<file path="src/rtl/event_action_rule_engine_unit_assert.svh">
// Assertion macros for the rule engine
`ifndef EVENT_ACTION_RULE_ENGINE_UNIT_ASSERT_SVH
`define EVENT_ACTION_RULE_ENGINE_UNIT_ASSERT_SVH

// Implication checked at every rising clock edge outside reset
`define EARE_ASSERT_IMP(label, clk, rst_n, lhs, rhs, msg) \
    label: assert property (@(posedge clk) disable iff (!rst_n) (lhs) |-> (rhs)) \
        else $error(msg);

// Implication checked in the following clock cycle
`define EARE_ASSERT_NEXT(label, clk, rst_n, lhs, rhs, msg) \
    label: assert property (@(posedge clk) disable iff (!rst_n) (lhs) |=> (rhs)) \
        else $error(msg);

`endif

</file>
<file path="src/rtl/eare_pkg.sv">
// ----------------------------------------------------------------------------
// eare_pkg
// Types, codes and constants shared by the rule engine modules.
// ----------------------------------------------------------------------------
package eare_pkg;

    localparam int NUM_EVENTS_DEF  = 16;
    localparam int NUM_EFFECTS_DEF = 32;
    localparam int NUM_TIMERS_DEF  = 16;

    localparam logic [1:0] CMD_WR_EVENT  = 2'd0;
    localparam logic [1:0] CMD_WR_EFFECT = 2'd1;
    localparam logic [1:0] CMD_EVAL      = 2'd2;
    localparam logic [1:0] CMD_TICK      = 2'd3;

    localparam logic [2:0] EV_TRIG_RISE = 3'd0;
    localparam logic [2:0] EV_TRIG_FALL = 3'd1;
    localparam logic [2:0] EV_LOWER     = 3'd2;
    localparam logic [2:0] EV_HIGHER    = 3'd3;
    localparam logic [2:0] EV_TIMER     = 3'd4;
    localparam logic [2:0] EV_PHASE     = 3'd5;
    localparam logic [2:0] EV_BAD       = 3'd6;

    localparam logic [2:0] FX_TRIG_HIGH = 3'd0;
    localparam logic [2:0] FX_TRIG_LOW  = 3'd1;
    localparam logic [2:0] FX_SET_PARAM = 3'd2;
    localparam logic [2:0] FX_SET_TIMER = 3'd3;
    localparam logic [2:0] FX_SET_MODE  = 3'd4;
    localparam logic [2:0] FX_ON        = 3'd5;
    localparam logic [2:0] FX_OFF       = 3'd6;

    localparam logic [2:0] KIND_FREE = 3'd7;

    localparam logic [18:0] PHASE_MAX  = 19'd359999;
    localparam logic [23:0] TIMER_MAX  = 24'd9999000;
    localparam logic [18:0] PHASE_TURN = 19'd360000;

    localparam logic [1:0] TRIG_RISE = 2'b01;
    localparam logic [1:0] TRIG_FALL = 2'b11;

    localparam logic [0:0] ADDR_WAVEFORM_ON = 1'b0;

    typedef enum logic [2:0] {
        ST_IDLE,
        ST_WRITE,
        ST_TICK,
        ST_EVAL,
        ST_APPLY,
        ST_DONE
    } t_state;

    // controller to datapath
    typedef struct packed {
        logic load_item;
        logic do_write;
        logic tick_step;
        logic eval_step;
        logic apply_step;
        logic clr_ptr;
        logic done;
    } t_ctrl;

    // datapath to controller
    typedef struct packed {
        logic ev_last;
        logic fx_last;
        logic tm_last;
    } t_stat;

endpackage

</file>
<file path="src/rtl/eare_ctrl.sv">
// ----------------------------------------------------------------------------
// eare_ctrl
// Sequencer that walks the event, effect and timer slots for one word.
// ----------------------------------------------------------------------------
module eare_ctrl (
    input  logic           i_clk,
    input  logic           i_rst_n,
    input  logic           i_start,
    input  logic [1:0]     i_cmd,
    input  eare_pkg::t_stat i_stat,
    output eare_pkg::t_ctrl o_ctrl,
    output logic           o_busy
);

    eare_pkg::t_state r_state, n_state;

    always_ff @(posedge i_clk) begin
        if (!i_rst_n) begin
            r_state <= eare_pkg::ST_IDLE;
        end else begin
            r_state <= n_state;
        end
    end

    always_comb begin
        n_state = r_state;
        case (r_state)
            eare_pkg::ST_IDLE: begin
                if (i_start) begin
                    case (i_cmd)
                        eare_pkg::CMD_EVAL: n_state = eare_pkg::ST_EVAL;
                        eare_pkg::CMD_TICK: n_state = eare_pkg::ST_TICK;
                        default:            n_state = eare_pkg::ST_WRITE;
                    endcase
                end
            end
            eare_pkg::ST_WRITE: n_state = eare_pkg::ST_DONE;
            eare_pkg::ST_TICK:  if (i_stat.tm_last) n_state = eare_pkg::ST_DONE;
            eare_pkg::ST_EVAL:  if (i_stat.ev_last) n_state = eare_pkg::ST_APPLY;
            eare_pkg::ST_APPLY: begin
                if (i_stat.ev_last && i_stat.fx_last) n_state = eare_pkg::ST_DONE;
            end
            eare_pkg::ST_DONE:  n_state = eare_pkg::ST_IDLE;
            default:            n_state = eare_pkg::ST_IDLE;
        endcase
    end

    always_comb begin
        o_ctrl = '0;
        o_busy = 1'b1;
        case (r_state)
            eare_pkg::ST_IDLE: begin
                o_busy           = 1'b0;
                o_ctrl.load_item = i_start;
                o_ctrl.clr_ptr  = 1'b1;
            end
            eare_pkg::ST_WRITE: o_ctrl.do_write = 1'b1;
            eare_pkg::ST_TICK:  o_ctrl.tick_step = 1'b1;
            eare_pkg::ST_EVAL: begin
                o_ctrl.eval_step = 1'b1;
                o_ctrl.clr_ptr   = i_stat.ev_last;
            end
            eare_pkg::ST_APPLY: o_ctrl.apply_step = 1'b1;
            eare_pkg::ST_DONE:  o_ctrl.done = 1'b1;
            default:            o_ctrl = '0;
        endcase
    end

endmodule

</file>
<file path="src/rtl/eare_dp.sv">
// ----------------------------------------------------------------------------
// eare_dp
// Rule stores, timers, set points and the slot-serial evaluate datapath.
// ----------------------------------------------------------------------------
module eare_dp #(
    parameter int NUM_EVENTS  = eare_pkg::NUM_EVENTS_DEF,
    parameter int NUM_EFFECTS = eare_pkg::NUM_EFFECTS_DEF,
    parameter int NUM_TIMERS  = eare_pkg::NUM_TIMERS_DEF
) (
    input  logic               i_clk,
    input  logic               i_rst_n,
    input  eare_pkg::t_ctrl    i_ctrl,
    output eare_pkg::t_stat    o_stat,
    input  logic               i_waveform_on,
    input  logic [1:0]         i_cmd,
    input  logic [4:0]         i_slot,
    input  logic [3:0]         i_owner_event,
    input  logic [2:0]         i_kind,
    input  logic [3:0]         i_selector,
    input  logic [31:0]        i_rule_value,
    input  logic [31:0]        i_meas_current,
    input  logic [31:0]        i_meas_voltage,
    input  logic [31:0]        i_meas_power,
    input  logic signed [1:0]  i_trigger_in,
    input  logic [15:0]        i_wave_phase,
    output logic               o_valid,
    output logic               o_status,
    output logic [15:0]        o_fired_mask,
    output logic [31:0]        o_set_current,
    output logic [31:0]        o_set_voltage,
    output logic [31:0]        o_set_resistance,
    output logic [31:0]        o_set_power,
    output logic [1:0]         o_load_mode,
    output logic               o_load_on,
    output logic signed [1:0]  o_trigger_out
);

    localparam int EW = (NUM_EVENTS  > 1) ? $clog2(NUM_EVENTS)  : 1;
    localparam int FW = (NUM_EFFECTS > 1) ? $clog2(NUM_EFFECTS) : 1;
    localparam int TW = (NUM_TIMERS  > 1) ? $clog2(NUM_TIMERS)  : 1;

    // item registers
    logic [1:0]  r_cmd;
    logic [4:0]  r_slot;
    logic [3:0]  r_owner;
    logic [2:0]  r_kind;
    logic [3:0]  r_sel;
    logic [31:0] r_val;
    logic [31:0] r_cmp [3];
    logic [1:0]  r_trig;

    // rule stores
    logic [2:0]  r_ev_kind [NUM_EVENTS];
    logic [3:0]  r_ev_sel  [NUM_EVENTS];
    logic [31:0] r_ev_val  [NUM_EVENTS];
    logic [2:0]  r_fx_kind [NUM_EFFECTS];
    logic [3:0]  r_fx_own  [NUM_EFFECTS];
    logic [3:0]  r_fx_sel  [NUM_EFFECTS];
    logic [31:0] r_fx_val  [NUM_EFFECTS];
    logic [23:0] r_tm_cnt  [NUM_TIMERS];
    logic        r_tm_run  [NUM_TIMERS];

    logic [31:0] r_sp [4];
    logic [1:0]  r_mode;
    logic        r_on;
    logic [1:0]  r_trig_out;
    logic [18:0] r_ph_now, r_ph_before;
    logic [NUM_EVENTS-1:0] r_fired;

    logic [EW-1:0] r_ev_ptr;
    logic [FW-1:0] r_fx_ptr;
    logic [TW-1:0] r_tm_ptr;
    logic          r_status;

    logic          ev_fire;
    logic [31:0]   cmp_val;
    logic          wr_ok;
    logic [31:0]   wr_val;
    logic [34:0]   ph_prod;

    assign o_stat.ev_last = (r_ev_ptr == EW'(NUM_EVENTS - 1));
    assign o_stat.fx_last = (r_fx_ptr == FW'(NUM_EFFECTS - 1));
    assign o_stat.tm_last = (r_tm_ptr == TW'(NUM_TIMERS - 1));

    // phase in millidegrees: raw * 360000 / 65536
    assign ph_prod = 35'(i_wave_phase) * 35'(eare_pkg::PHASE_TURN);

    always_comb begin
        case (r_ev_sel[r_ev_ptr])
            4'd0:    cmp_val = r_cmp[0];
            4'd1:    cmp_val = r_cmp[1];
            4'd2:    cmp_val = r_cmp[2];
            4'd3:    cmp_val = r_sp[0];
            4'd4:    cmp_val = r_sp[1];
            4'd5:    cmp_val = r_sp[2];
            default: cmp_val = r_sp[3];
        endcase
    end

    always_comb begin
        logic [31:0] v;
        logic        sel_ok;
        logic        tm_hit;
        v      = r_ev_val[r_ev_ptr];
        sel_ok = (r_ev_sel[r_ev_ptr] < 4'd7);
        tm_hit = 1'b0;
        if (32'(r_ev_sel[r_ev_ptr]) < 32'(NUM_TIMERS)) begin
            tm_hit = r_tm_run[TW'(r_ev_sel[r_ev_ptr])]
                && (r_tm_cnt[TW'(r_ev_sel[r_ev_ptr])] == '0);
        end
        case (r_ev_kind[r_ev_ptr])
            eare_pkg::EV_TRIG_RISE: ev_fire = (r_trig == eare_pkg::TRIG_RISE);
            eare_pkg::EV_TRIG_FALL: ev_fire = (r_trig == eare_pkg::TRIG_FALL);
            eare_pkg::EV_LOWER:     ev_fire = sel_ok && (cmp_val < v);
            eare_pkg::EV_HIGHER:    ev_fire = sel_ok && (cmp_val > v);
            eare_pkg::EV_TIMER:     ev_fire = tm_hit;
            eare_pkg::EV_PHASE: begin
                if (!i_waveform_on) begin
                    ev_fire = 1'b0;
                end else if (r_ph_now >= r_ph_before) begin
                    ev_fire = (v <= 32'(r_ph_now)) && (v > 32'(r_ph_before));
                end else begin
                    ev_fire = (v > 32'(r_ph_before)) || (v <= 32'(r_ph_now));
                end
            end
            default:                ev_fire = 1'b0;
        endcase
    end

    always_comb begin
        wr_ok  = 1'b1;
        wr_val = r_val;
        if (r_cmd == eare_pkg::CMD_WR_EVENT) begin
            if (32'(r_slot) >= 32'(NUM_EVENTS) || r_kind == eare_pkg::EV_BAD) wr_ok = 1'b0;
            if ((r_kind == eare_pkg::EV_LOWER || r_kind == eare_pkg::EV_HIGHER)
                && r_sel > 4'd6) wr_ok = 1'b0;
            if (r_kind == eare_pkg::EV_TIMER && 32'(r_sel) >= 32'(NUM_TIMERS)) wr_ok = 1'b0;
            if (r_kind == eare_pkg::EV_PHASE && r_val > 32'(eare_pkg::PHASE_MAX)) begin
                wr_val = 32'(eare_pkg::PHASE_MAX);
            end
        end else begin
            if (32'(r_slot) >= 32'(NUM_EFFECTS)) wr_ok = 1'b0;
            if (r_kind != eare_pkg::KIND_FREE) begin
                if (32'(r_owner) >= 32'(NUM_EVENTS)) wr_ok = 1'b0;
                if ((r_kind == eare_pkg::FX_SET_PARAM || r_kind == eare_pkg::FX_SET_MODE)
                    && r_sel > 4'd3) wr_ok = 1'b0;
                if (r_kind == eare_pkg::FX_SET_TIMER && 32'(r_sel) >= 32'(NUM_TIMERS)) begin
                    wr_ok = 1'b0;
                end
                if (r_kind == eare_pkg::FX_SET_TIMER && r_val > 32'(eare_pkg::TIMER_MAX)) begin
                    wr_val = 32'(eare_pkg::TIMER_MAX);
                end
            end
        end
    end

    // item capture and pointers
    always_ff @(posedge i_clk) begin
        if (i_ctrl.load_item) begin
            r_cmd   <= i_cmd;
            r_slot  <= i_slot;
            r_owner <= i_owner_event;
            r_kind  <= i_kind;
            r_sel   <= i_selector;
            r_val   <= i_rule_value;
            r_cmp[0] <= i_meas_current;
            r_cmp[1] <= i_meas_voltage;
            r_cmp[2] <= i_meas_power;
            r_trig  <= i_trigger_in;
        end
    end

    always_ff @(posedge i_clk) begin
        if (!i_rst_n) begin
            r_ev_ptr <= '0;
            r_fx_ptr <= '0;
            r_tm_ptr <= '0;
        end else if (i_ctrl.clr_ptr) begin
            r_ev_ptr <= '0;
            r_fx_ptr <= '0;
            r_tm_ptr <= '0;
        end else begin
            if (i_ctrl.eval_step) r_ev_ptr <= r_ev_ptr + 1'b1;
            if (i_ctrl.tick_step) r_tm_ptr <= r_tm_ptr + 1'b1;
            if (i_ctrl.apply_step) begin
                if (o_stat.fx_last) begin
                    r_fx_ptr <= '0;
                    r_ev_ptr <= r_ev_ptr + 1'b1;
                end else begin
                    r_fx_ptr <= r_fx_ptr + 1'b1;
                end
            end
        end
    end

    // rule stores, timers and load state
    always_ff @(posedge i_clk) begin
        if (!i_rst_n) begin
            for (int i = 0; i < NUM_EVENTS; i++) begin
                r_ev_kind[i] <= eare_pkg::KIND_FREE;
                r_ev_sel[i]  <= '0;
                r_ev_val[i]  <= '0;
            end
            for (int i = 0; i < NUM_EFFECTS; i++) begin
                r_fx_kind[i] <= eare_pkg::KIND_FREE;
                r_fx_own[i]  <= '0;
                r_fx_sel[i]  <= '0;
                r_fx_val[i]  <= '0;
            end
            for (int i = 0; i < NUM_TIMERS; i++) begin
                r_tm_cnt[i] <= '0;
                r_tm_run[i] <= 1'b0;
            end
            for (int i = 0; i < 4; i++) r_sp[i] <= '0;
            r_mode      <= '0;
            r_on        <= 1'b0;
            r_trig_out  <= '0;
            r_ph_now    <= '0;
            r_ph_before <= '0;
            r_fired     <= '0;
            r_status    <= 1'b0;
        end else begin
            if (i_ctrl.load_item) begin
                r_status <= 1'b0;
                r_fired  <= '0;
                if (i_cmd == eare_pkg::CMD_EVAL) begin
                    r_ph_before <= r_ph_now;
                    r_ph_now    <= ph_prod[34:16];
                end
            end
            if (i_ctrl.do_write) begin
                r_status <= !wr_ok;
                if (wr_ok && r_cmd == eare_pkg::CMD_WR_EVENT) begin
                    r_ev_kind[EW'(r_slot)] <= r_kind;
                    r_ev_sel[EW'(r_slot)]  <= r_sel;
                    r_ev_val[EW'(r_slot)]  <= wr_val;
                end
                if (wr_ok && r_cmd == eare_pkg::CMD_WR_EFFECT) begin
                    r_fx_kind[FW'(r_slot)] <= r_kind;
                    r_fx_own[FW'(r_slot)]  <= r_owner;
                    r_fx_sel[FW'(r_slot)]  <= r_sel;
                    r_fx_val[FW'(r_slot)]  <= wr_val;
                end
            end
            if (i_ctrl.tick_step && r_tm_run[r_tm_ptr]) begin
                if (r_tm_cnt[r_tm_ptr] == '0) r_tm_run[r_tm_ptr] <= 1'b0;
                else r_tm_cnt[r_tm_ptr] <= r_tm_cnt[r_tm_ptr] - 1'b1;
            end
            if (i_ctrl.eval_step) r_fired[r_ev_ptr] <= ev_fire;
            if (i_ctrl.apply_step && r_fired[r_ev_ptr]
                && r_fx_kind[r_fx_ptr] != eare_pkg::KIND_FREE
                && 32'(r_fx_own[r_fx_ptr]) == 32'(r_ev_ptr)) begin
                case (r_fx_kind[r_fx_ptr])
                    eare_pkg::FX_TRIG_HIGH: r_trig_out <= eare_pkg::TRIG_RISE;
                    eare_pkg::FX_TRIG_LOW:  r_trig_out <= eare_pkg::TRIG_FALL;
                    eare_pkg::FX_SET_PARAM: r_sp[r_fx_sel[r_fx_ptr][1:0]] <= r_fx_val[r_fx_ptr];
                    eare_pkg::FX_SET_TIMER: begin
                        if (32'(r_fx_sel[r_fx_ptr]) < 32'(NUM_TIMERS)) begin
                            r_tm_cnt[TW'(r_fx_sel[r_fx_ptr])] <= r_fx_val[r_fx_ptr][23:0];
                            r_tm_run[TW'(r_fx_sel[r_fx_ptr])] <= 1'b1;
                        end
                    end
                    eare_pkg::FX_SET_MODE:  r_mode <= r_fx_sel[r_fx_ptr][1:0];
                    eare_pkg::FX_ON:        r_on <= 1'b1;
                    eare_pkg::FX_OFF:       r_on <= 1'b0;
                    default:                r_on <= r_on;
                endcase
            end
        end
    end

    always_comb begin
        o_fired_mask = '0;
        for (int i = 0; i < NUM_EVENTS && i < 16; i++) o_fired_mask[i] = r_fired[i];
    end

    assign o_valid          = i_ctrl.done;
    assign o_status         = r_status;
    assign o_set_current    = r_sp[0];
    assign o_set_voltage    = r_sp[1];
    assign o_set_resistance = r_sp[2];
    assign o_set_power      = r_sp[3];
    assign o_load_mode      = r_mode;
    assign o_load_on        = r_on;
    assign o_trigger_out    = r_trig_out;

endmodule

</file>
<file path="src/rtl/event_action_rule_engine_unit.sv">
// ----------------------------------------------------------------------------
// event_action_rule_engine_unit
// Programmable event and effect rule engine for an electronic load.
// ----------------------------------------------------------------------------
// Usage: pulse start with a command word while busy is low; the word is
// taken at that edge and busy rises at once. One result word appears on
// the o_ ports for one cycle, marked by o_done, and the receiver must take
// it then; it cannot stall.
// Write commands pass through a write step, tick walks every timer slot
// and evaluate walks every event slot, then every event/effect pair. The
// slot walk tests one event slot per cycle and applies one event/effect
// pair per cycle. A new word may start in the cycle after o_done.
// The APB port holds the waveform_on bit at address 0; write it only while
// the engine is idle.
// Reset (synchronous, active low) frees all rules, stops all timers and
// clears set points, mode, load switch, trigger output and phase history.
// ----------------------------------------------------------------------------
`include "event_action_rule_engine_unit_assert.svh"

module event_action_rule_engine_unit #(
    parameter int NUM_EVENTS  = eare_pkg::NUM_EVENTS_DEF,
    parameter int NUM_EFFECTS = eare_pkg::NUM_EFFECTS_DEF,
    parameter int NUM_TIMERS  = eare_pkg::NUM_TIMERS_DEF
) (
    input  logic              i_clk,
    input  logic              i_rst_n,
    input  logic              psel,
    input  logic              penable,
    input  logic              pwrite,
    input  logic [0:0]        paddr,
    input  logic [31:0]       pwdata,
    output logic [31:0]       prdata,
    output logic              pready,
    input  logic              start,
    output logic              busy,
    input  logic [1:0]        i_cmd,
    input  logic [4:0]        i_slot,
    input  logic [3:0]        i_owner_event,
    input  logic [2:0]        i_kind,
    input  logic [3:0]        i_selector,
    input  logic [31:0]       i_rule_value,
    input  logic [31:0]       i_meas_current,
    input  logic [31:0]       i_meas_voltage,
    input  logic [31:0]       i_meas_power,
    input  logic signed [1:0] i_trigger_in,
    input  logic [15:0]       i_wave_phase,
    output logic              o_done,
    output logic              o_status,
    output logic [15:0]       o_fired_mask,
    output logic [31:0]       o_set_current,
    output logic [31:0]       o_set_voltage,
    output logic [31:0]       o_set_resistance,
    output logic [31:0]       o_set_power,
    output logic [1:0]        o_load_mode,
    output logic              o_load_on,
    output logic signed [1:0] o_trigger_out
);

    eare_pkg::t_ctrl ctrl;
    eare_pkg::t_stat stat;
    logic            r_waveform_on;

    assign pready = 1'b1;

    always_ff @(posedge i_clk) begin
        if (!i_rst_n) begin
            r_waveform_on <= 1'b0;
        end else if (psel && penable && pwrite && paddr == eare_pkg::ADDR_WAVEFORM_ON) begin
            r_waveform_on <= pwdata[0];
        end
    end

    assign prdata = (paddr == eare_pkg::ADDR_WAVEFORM_ON) ? {31'd0, r_waveform_on} : '0;

    eare_ctrl u_ctrl (
        .i_clk   (i_clk),
        .i_rst_n (i_rst_n),
        .i_start (start),
        .i_cmd   (i_cmd),
        .i_stat  (stat),
        .o_ctrl  (ctrl),
        .o_busy  (busy)
    );

    eare_dp #(
        .NUM_EVENTS  (NUM_EVENTS),
        .NUM_EFFECTS (NUM_EFFECTS),
        .NUM_TIMERS  (NUM_TIMERS)
    ) u_dp (
        .i_clk            (i_clk),
        .i_rst_n          (i_rst_n),
        .i_ctrl           (ctrl),
        .o_stat           (stat),
        .i_waveform_on    (r_waveform_on),
        .i_cmd            (i_cmd),
        .i_slot           (i_slot),
        .i_owner_event    (i_owner_event),
        .i_kind           (i_kind),
        .i_selector       (i_selector),
        .i_rule_value     (i_rule_value),
        .i_meas_current   (i_meas_current),
        .i_meas_voltage   (i_meas_voltage),
        .i_meas_power     (i_meas_power),
        .i_trigger_in     (i_trigger_in),
        .i_wave_phase     (i_wave_phase),
        .o_valid          (o_done),
        .o_status         (o_status),
        .o_fired_mask     (o_fired_mask),
        .o_set_current    (o_set_current),
        .o_set_voltage    (o_set_voltage),
        .o_set_resistance (o_set_resistance),
        .o_set_power      (o_set_power),
        .o_load_mode      (o_load_mode),
        .o_load_on        (o_load_on),
        .o_trigger_out    (o_trigger_out)
    );

    `EARE_ASSERT_NEXT(a_start_busy, i_clk, i_rst_n, start && !busy, busy, "busy did not rise")
    `EARE_ASSERT_IMP(a_done_busy, i_clk, i_rst_n, o_done, busy, "result while idle")
    `EARE_ASSERT_NEXT(a_done_idle, i_clk, i_rst_n, o_done, !busy && !o_done, "no return to idle")
    `EARE_ASSERT_IMP(a_trig_code, i_clk, i_rst_n, 1'b1, o_trigger_out != 2'b10, "bad trigger code")

endmodule
</file>
<file path="config.mk">
export PLATFORM = sky130hd
export DESIGN_NAME = event_action_rule_engine_unit
export DESIGN_NICKNAME = d
export VERILOG_FILES = /design/src/rtl/eare_pkg.sv /design/src/rtl/eare_ctrl.sv /design/src/rtl/eare_dp.sv /design/src/rtl/event_action_rule_engine_unit.sv
export VERILOG_INCLUDE_DIRS = /design/src /design/src/rtl
export SDC_FILE = /design/constraint.sdc
export NUM_CORES = 2
export LEC_CHECK = 0
export BUFFER_PORTS_ARGS = -buffer_cell sky130_fd_sc_hd__buf_2
export CAP_MARGIN = 5
export CORE_ASPECT_RATIO = 0.8
export CORE_MARGIN = 4
export CORE_UTILIZATION = 40
export CTS_BUF_LIST = sky130_fd_sc_hd__clkbuf_4 sky130_fd_sc_hd__clkbuf_8 sky130_fd_sc_hd__clkbuf_16
export CTS_CLUSTER_SIZE = 16
export DETAILED_ROUTE_END_ITERATION = 6
export SETUP_SLACK_MARGIN = 0.2
export SLEW_MARGIN = 20
export SYNTH_ARGS = -nofsm -noshare
export SYNTH_HDL_FRONTEND = slang
export SYNTH_SLANG_ARGS = --single-unit
</file>
<file path="constraint.sdc">
create_clock -name i_clk -period 8.4 [get_ports i_clk]
set_clock_uncertainty 0.15 [all_clocks]
set_input_delay 0.42 -clock i_clk [delete_from_list [all_inputs] [get_ports i_clk]]
set_output_delay 0.42 -clock i_clk [all_outputs]
set_load 0.01 [all_outputs]
</file>
Word level (Yosys, flattened, before mapping)
Memory sizes are Yosys's and may differ from the RTL's. A register that Yosys moved wholly into a read port is not among the register bits. Index checks and enable logic that the tools add are counted.

Flip-flop bits (word level): 129. Memories kept: 11. Output and inout bits: 185. Word-level logic and storage cells: 265. RAM bits: 2624.

Muxes and demuxes: 122. Reductions and logical operators: 52. Bitwise gates (word level): 2. Magnitude comparators: 13. $add $sub $neg: 4. $mul: 1. Equality and inequality tests: 41.

Memories: u_dp.r_fx_val (words 32, bits a word 32, rd ports 1, clocked after Yosys merged registers in 1, wr ports 32, line eare_dp.sv:59) `logic [31:0] r_fx_val [NUM_EFFECTS];`; u_dp.r_ev_val (words 16, bits a word 32, rd ports 1, clocked after Yosys merged registers in 1, wr ports 16, line eare_dp.sv:55) `logic [31:0] r_ev_val [NUM_EVENTS];`; u_dp.r_tm_cnt (words 16, bits a word 24, rd ports 2, clocked after Yosys merged registers in 1, wr ports 16, line eare_dp.sv:60) `logic [23:0] r_tm_cnt [NUM_TIMERS];`; u_dp.r_fx_own (words 32, bits a word 4, rd ports 1, clocked after Yosys merged registers in 1, wr ports 32, line eare_dp.sv:57) `logic [3:0] r_fx_own [NUM_EFFECTS];`; u_dp.r_fx_sel (words 32, bits a word 4, rd ports 1, clocked after Yosys merged registers in 1, wr ports 32, line eare_dp.sv:58) `logic [3:0] r_fx_sel [NUM_EFFECTS];`; u_dp.r_sp (words 4, bits a word 32, rd ports 4, clocked after Yosys merged registers in 0, wr ports 4, line eare_dp.sv:63) `logic [31:0] r_sp [4];`; 5 more memories.

Operator list (number): $mux W32 (7); $pmux W32 S6 (1); $reduce_or A32 Y1 (3); $mux W4 (20); $mux W5 (13); $mux W1 (60); $logic_not A24 Y1 (2); $mux W16 (3); $mux W24 (2); $reduce_or A24 Y1 (2); $gt A32 B19 Y1 (1); $gt A32 B19 Y1 const B (1); $gt A32 B24 Y1 const B (1); $gt A32 B32 Y1 (1); $le A32 B19 Y1 (1); $lt A32 B32 Y1 (1); $eq A3 B3 Y1 const B (10); $mul A16 B13 Y29 const B (1); $eq A3 B2 Y1 const B (8); $sub A24 B1 Y24 const B (1); $ge A19 B19 Y1 (1); $logic_and A1 B1 Y1 (19); $mux W3 (6); $bwmux W16 (1); 40 further kinds (69).

Longest topological paths before layout
Word-level depth: 13. Mapped depth: 26. Depth with buffers taken out: 19.

Modules after synthesis
From an unflattened synthesis, not the netlist that was laid out.

Cell total of the unflattened synthesis: 8924. Area, all modules: 127925.2 sq um.

By module, submodules not included: eare_dp (area each 127348.4 sq um, times used 1, cells each 8847, seq. area each 81838.5 sq um); event_action_rule_engine_unit (area each 315.3 sq um, times used 1, cells each 40, seq. area each 20.0 sq um); eare_ctrl (area each 261.5 sq um, times used 1, cells each 37, seq. area each 60.1 sq um).

Least setup slack after synthesis
Ideal clock, no wire load.

Kind: reg2reg. Start: reg u_dp.r_ev_ptr[0]. End: reg u_dp.r_fired[10] (netlist: u_dp.o_fired_mask[10]). Arrival time: 6.029 ns. Cell stages (with the launch flop): 24. Path buffers: 8. Setup time: 0.124 ns. Slack: 2.098 ns. Period minus slack after synthesis: 6.302 ns. Cell sequence: dfxtp_1 buf_2 buf_2 buf_4 mux4_2 mux4_2 buf_2 clkbuf_1 and3_1 buf_2 buf_1 a221oi_1 nand2_1 ha_1 a2111oi_0 o21ai_0 a31o_2 a21o_1 a211o_1 o211ai_1 a21oi_1 nor4_2 buf_2 a21oi_1.

Cells in the longest elaborated chain, start to end: 6. Elaborated cells between the ends (all ways): 7. Classes of those cells: 2 x order compare; 4 x mux; 1 x reduce/logical.

Ends and longest elaborated chain: from (decl) (line eare_dp.sv:70) `logic [EW-1:0] r_ev_ptr;`; from (signal assigned) (line eare_dp.sv:183) `if (i_ctrl.eval_step) r_ev_ptr <= r_ev_ptr + 1'b1;`; from (signal assigned) (line eare_dp.sv:188) `r_ev_ptr <= r_ev_ptr + 1'b1;`; $lt A4 B5 Y1 (implied by the code) / $ge A4 B1 Y1 (equally long branches) (line eare_dp.sv:249) `if (i_ctrl.eval_step) r_fired[r_ev_ptr] <= ev_fire;`; $logic_and A1 B1 Y1 (implied by the code) (line eare_dp.sv:249); $mux W1 (implied by the code) (line eare_dp.sv:249); $demux W1 S4 *; $bwmux W16 * (line eare_dp.sv:249); $mux W16 * (line eare_dp.sv:249); to (signal, indexed assignment) (line eare_dp.sv:249); to (decl) (line eare_dp.sv:68) `logic [NUM_EVENTS-1:0] r_fired;`.

Mark *: on every way between the ends. The rest lies on a longest branch, timed or not. A chain may end at the register's enable or synchronous reset.

Worst setup path in the final report
Start: reg u_dp.r_ev_ptr[3]. End: reg u_dp.r_fired[10] (netlist: u_dp.o_fired_mask[10]).

The elaborated chain is that of the path after synthesis.

==> impl_metrics.tcl <==
set metrics [dict create \
    status "finished with violations" \
    failed_checks "design-rule violations" \
    drv_slew 0 \
    synth_compound_area_frac 0.0306 \
    timing.final.ws_setup_ns 1.07 \
    place_congestion 0.947 \
    netlist_area_mm2 0.126 \
    swShare 0.278 \
    cp-start-kind "register" \
    grt.total_usage 0.243 \
    cp.arrival_ns 7.90 \
    grt_pass1_wl_mm 574 \
    syn_inst 8896 \
    post-place-cells 12900 \
    grt_pass1_vias 79000 \
    power_mw 35.1 \
    max_freq_mhz 136 \
    regToRegEndpoint "u_dp.o_fired_mask[10]$_SDFF_PN0_" \
    r2r_setup_slack_ns 1.07 \
    synthMuxAreaShare 0.134 \
    synthAdderAreaFrac 0.0339 \
    crit_fanout 32 \
    yosysMostFrequentCell "edfxtp_1" \
    peakVddDrop_mv 0.196 \
    io_pins 388 \
    avgSynthCellArea_um2 14.2 \
    synthSimpleGateAreaFrac 0.117 \
    worstSetupPathType "reg -> reg" \
    antenna_found_initial 15 \
    vias 80800 \
    p_per_area_mw_per_mm2 244 \
    slew_headroom 0.177 \
    drt_first_pass_iters 7 \
    dp_hpwl_mm 256 \
    post_drt_wl_per_cell_um 29.7 \
    whs_path_depth 2 \
    ys_seq_elements 2762 \
    area_delta_synth_final_pct 14.0 \
    die-area_mm2 0.325 \
    drive_gt1_frac 0.216 \
    power.share.clock 0.374 \
    min-delay-start "i_trigger_in[0]" \
    die_h_um 510 \
    htree_levels 5 \
    yosysWarnings 0 \
    cts_buffers 300 \
    cts_resized 0 \
    drt_wl_total_mm 404 \
    multi_input_area_mm2 0.0410 \
    portBuffers 324 \
    synth-async-reset-ratio 0 \
    synth.area.top_cells "edfxtp_1 63%, mux4_2 12%, nor2_1 7.0%, ha_1 1.9%, dfxtp_1 1.6%" \
    synth_flop_cell "edfxtp_1" \
    post-place-ws_ns 1.24 \
    worstMarginPinSlew_ns 1.23 \
    finalSetupViolCount 0 \
    synthTopCellsByCount "2,660 x edfxtp_1, 2,368 x nor2_1, 693 x mux4_2" \
    grt_max_degree 115 \
    critPathCaptureType "register" \
    yosys.cell_types.count 91 \
    p_switching_mw 9.75 \
    hold_class "in -> reg" \
    synth_xor_area_frac 0.00305 \
    synth_top_family_by_area "multiplexers" \
    clock-root-buffer "clkbuf_16" \
    finalNonFillerCells 13600 \
    n_fill_cell 27200 \
    clockBufferDepth 4 \
    p_seq_frac 0.460 \
    rsz0062_at_grt "false" \
    yosys.area.top_type "edfxtp_1" \
    ant_nets 0 \
    reg2reg_from "u_dp.r_ev_ptr[3]$_SDFF_PP0_" \
    post_cts_buffers 0 \
    required_ns 8.97 \
    period_share 0.872 \
    p_comb_frac 0.165 \
    vias_per_cell 5.94 \
    finalSetupTns_ns 0 \
    leakage_nw 49.8 \
    cts.sinks 2762 \
    drt_iter0_markers 11800 \
    synth_top_area_share 0.633 \
    core_mm2 0.314 \
    num_rows 184 \
    tritoncts "done" \
    die_w_um 636 \
    synth_edf_count 2660 \
    seq_area_frac_synth 0.649 \
    min_to "u_dp.r_trig[0]$_DFFE_PP_" \
    reg2reg_depth 22 \
    grt_overflow_total 0 \
    drc_errors 9 \
    period_needed_ns 7.33 \
    clkSlewWorstSetupHoldPaths_ns 0.06 \
    start_util 0.402 \
    cap_violations 0 \
    intPower_mw 25.3 \
    nNetsFinal 9681 \
    clock_latency_ns 0.89 \
    seq_area_mm2 0.0820 \
    finalHoldViolations 0 \
]
==> final cells by class <==
cell class / instances / share of cell area
sequential: 2762 / 0.569
multi-input combinational: 5162 / 0.285
clock buffer: 371 / 0.0572
tap: 4185 / 0.0364
timing repair buffer: 739 / 0.0364
clock inverter: 159 / 0.00986
inverter: 226 / 0.00594
antenna: 9 / 0.000156
==> what timing repair did <==
item,4_1_cts,5_1_grt
hold endpoints to repair,168,0
setup endpoints to repair,0,0
hold buffers,152,0
==> cells by family after synthesis <==
| group | Yosys count |
|---|---|
| and+or+nand+nor | 3455 |
| DFF | 2762 |
| buffers and inverters | 1002 |
| muxes | 816 |
| AOI/OAI and AO/OA | 528 |
| adders and majority gates | 287 |
| xor gates and xnor gates | 44 |
| other | 2 |
==> metrics by stage <==
stage / hold slack [ns] / cell area, um^2 / utilization
after floorplan: 0.293 / 126000 / -
after global placement: 0.295 / 133000 / 0.422
after detailed placement: 0.312 / 133000 / 0.422
after CTS: 0.0328 / 144000 / 0.458
after global routing: 0.0653 / 144000 / 0.458
final: 0.0969 / 144000 / 0.458
==> flip-flops by register name, summed over array words and instances (netlist names), 16 cells and up, named ones only <==
name	flops
u_dp.r_ph_before	19
u_dp.r_fx_kind	96
u_dp.r_ev_val	512
u_dp.r_fx_own	128
u_dp.r_ev_sel	64
u_dp.r_val	32
u_dp.r_cmp	96
u_dp.r_tm_run	16
u_dp.r_ph_now	19
u_dp.r_ev_kind	48
u_dp.o_fired_mask	16
u_dp.r_fx_sel	128
u_dp.r_sp	128
u_dp.r_tm_cnt	384
u_dp.r_fx_val	1024
==> critical path, cell delays in order, from the launching register on <==
cell and delay [ns]:
dfxtp_2 1.01, mux4_2 0.40, or2_2 0.29, a21oi_1 0.39
nor2_2 0.30, buf_4 0.32, nor3_2 0.46, buf_4 0.48
a22o_1 0.22, a221oi_1 0.05, nand2_1 0.18, ha_1 0.28
a2111oi_0 0.46, o21ai_0 0.16, a31o_2 0.27, a21o_1 0.17
a211o_1 0.36, o211ai_1 0.22, a21oi_1 0.10, buf_4 0.23
nor4_2 0.26, buf_4 0.29, a21oi_1 0.11
==> cells in the final DEF (no fill, tap or decap), drive strengths merged, types with 26 or more instances in the layout <==
cell and count:
nand2 370, mux2i 105, ha 196, nand3 66, buf 587, conb 32
inv 237, nand4 35, o21ai 104, o22ai 32, nor3 51, xor2 26
a22oi 46, and2 97, edfxtp 2660, dlygate4sd3 152, mux4 693, dfxtp 102
and3 76, or2 34, clkbuf 371, a222oi 38, nor2b 37, clkinv 120
a22o 32, a21oi 89, fa 91, or3 129, a221oi 31, nor2 2368
nor4 124
==> routing by layer <==
layer | GRT usage | vias up | part of all wire
met4 | 0.0767 | 8 | 0.036
met1 | 0.351 | 41700 | 0.40
met2 | 0.364 | 5103 | 0.44
met3 | 0.0609 | 607 | 0.12
met5 | 0 | - | 0.00049
li1 | - | 33400 | -
==> worst max-delay path by stage <==
stage                                           start                               end  cells past startpoint
final                     u_dp.r_ev_ptr[3]$_SDFF_PP0_  u_dp.o_fired_mask[10]$_SDFF_PN0_                     22
after global routing      u_dp.r_ev_ptr[0]$_SDFF_PP0_  u_dp.o_fired_mask[14]$_SDFF_PN0_                     19
after CTS                 u_dp.r_ev_ptr[0]$_SDFF_PP0_  u_dp.o_fired_mask[15]$_SDFF_PN0_                     19
after detailed placement  u_dp.r_ev_ptr[0]$_SDFF_PP0_  u_dp.o_fired_mask[10]$_SDFF_PN0_                     19
after global placement    u_dp.r_ev_ptr[3]$_SDFF_PP0_  u_dp.o_fired_mask[15]$_SDFF_PN0_                     20
after floorplan           u_dp.r_ev_ptr[0]$_SDFF_PP0_  u_dp.o_fired_mask[10]$_SDFF_PN0_                     23
==> power groups by stage <==
| stage | registers [mW] | logic, mW | clock network (mW) |
|---|---|---|---|
| after floorplan | 16.2 | 3.88 | 0 |
| after global placement | 16.4 | 5.61 | 0 |
| after detailed placement | 16.4 | 5.69 | 0 |
| after CTS | 16.1 | 5.78 | 13.3 |
| after global routing | 16.2 | 6.31 | 13.8 |
| final | 16.1 | 5.79 | 13.1 |
(Power assumes the default switching activity.)
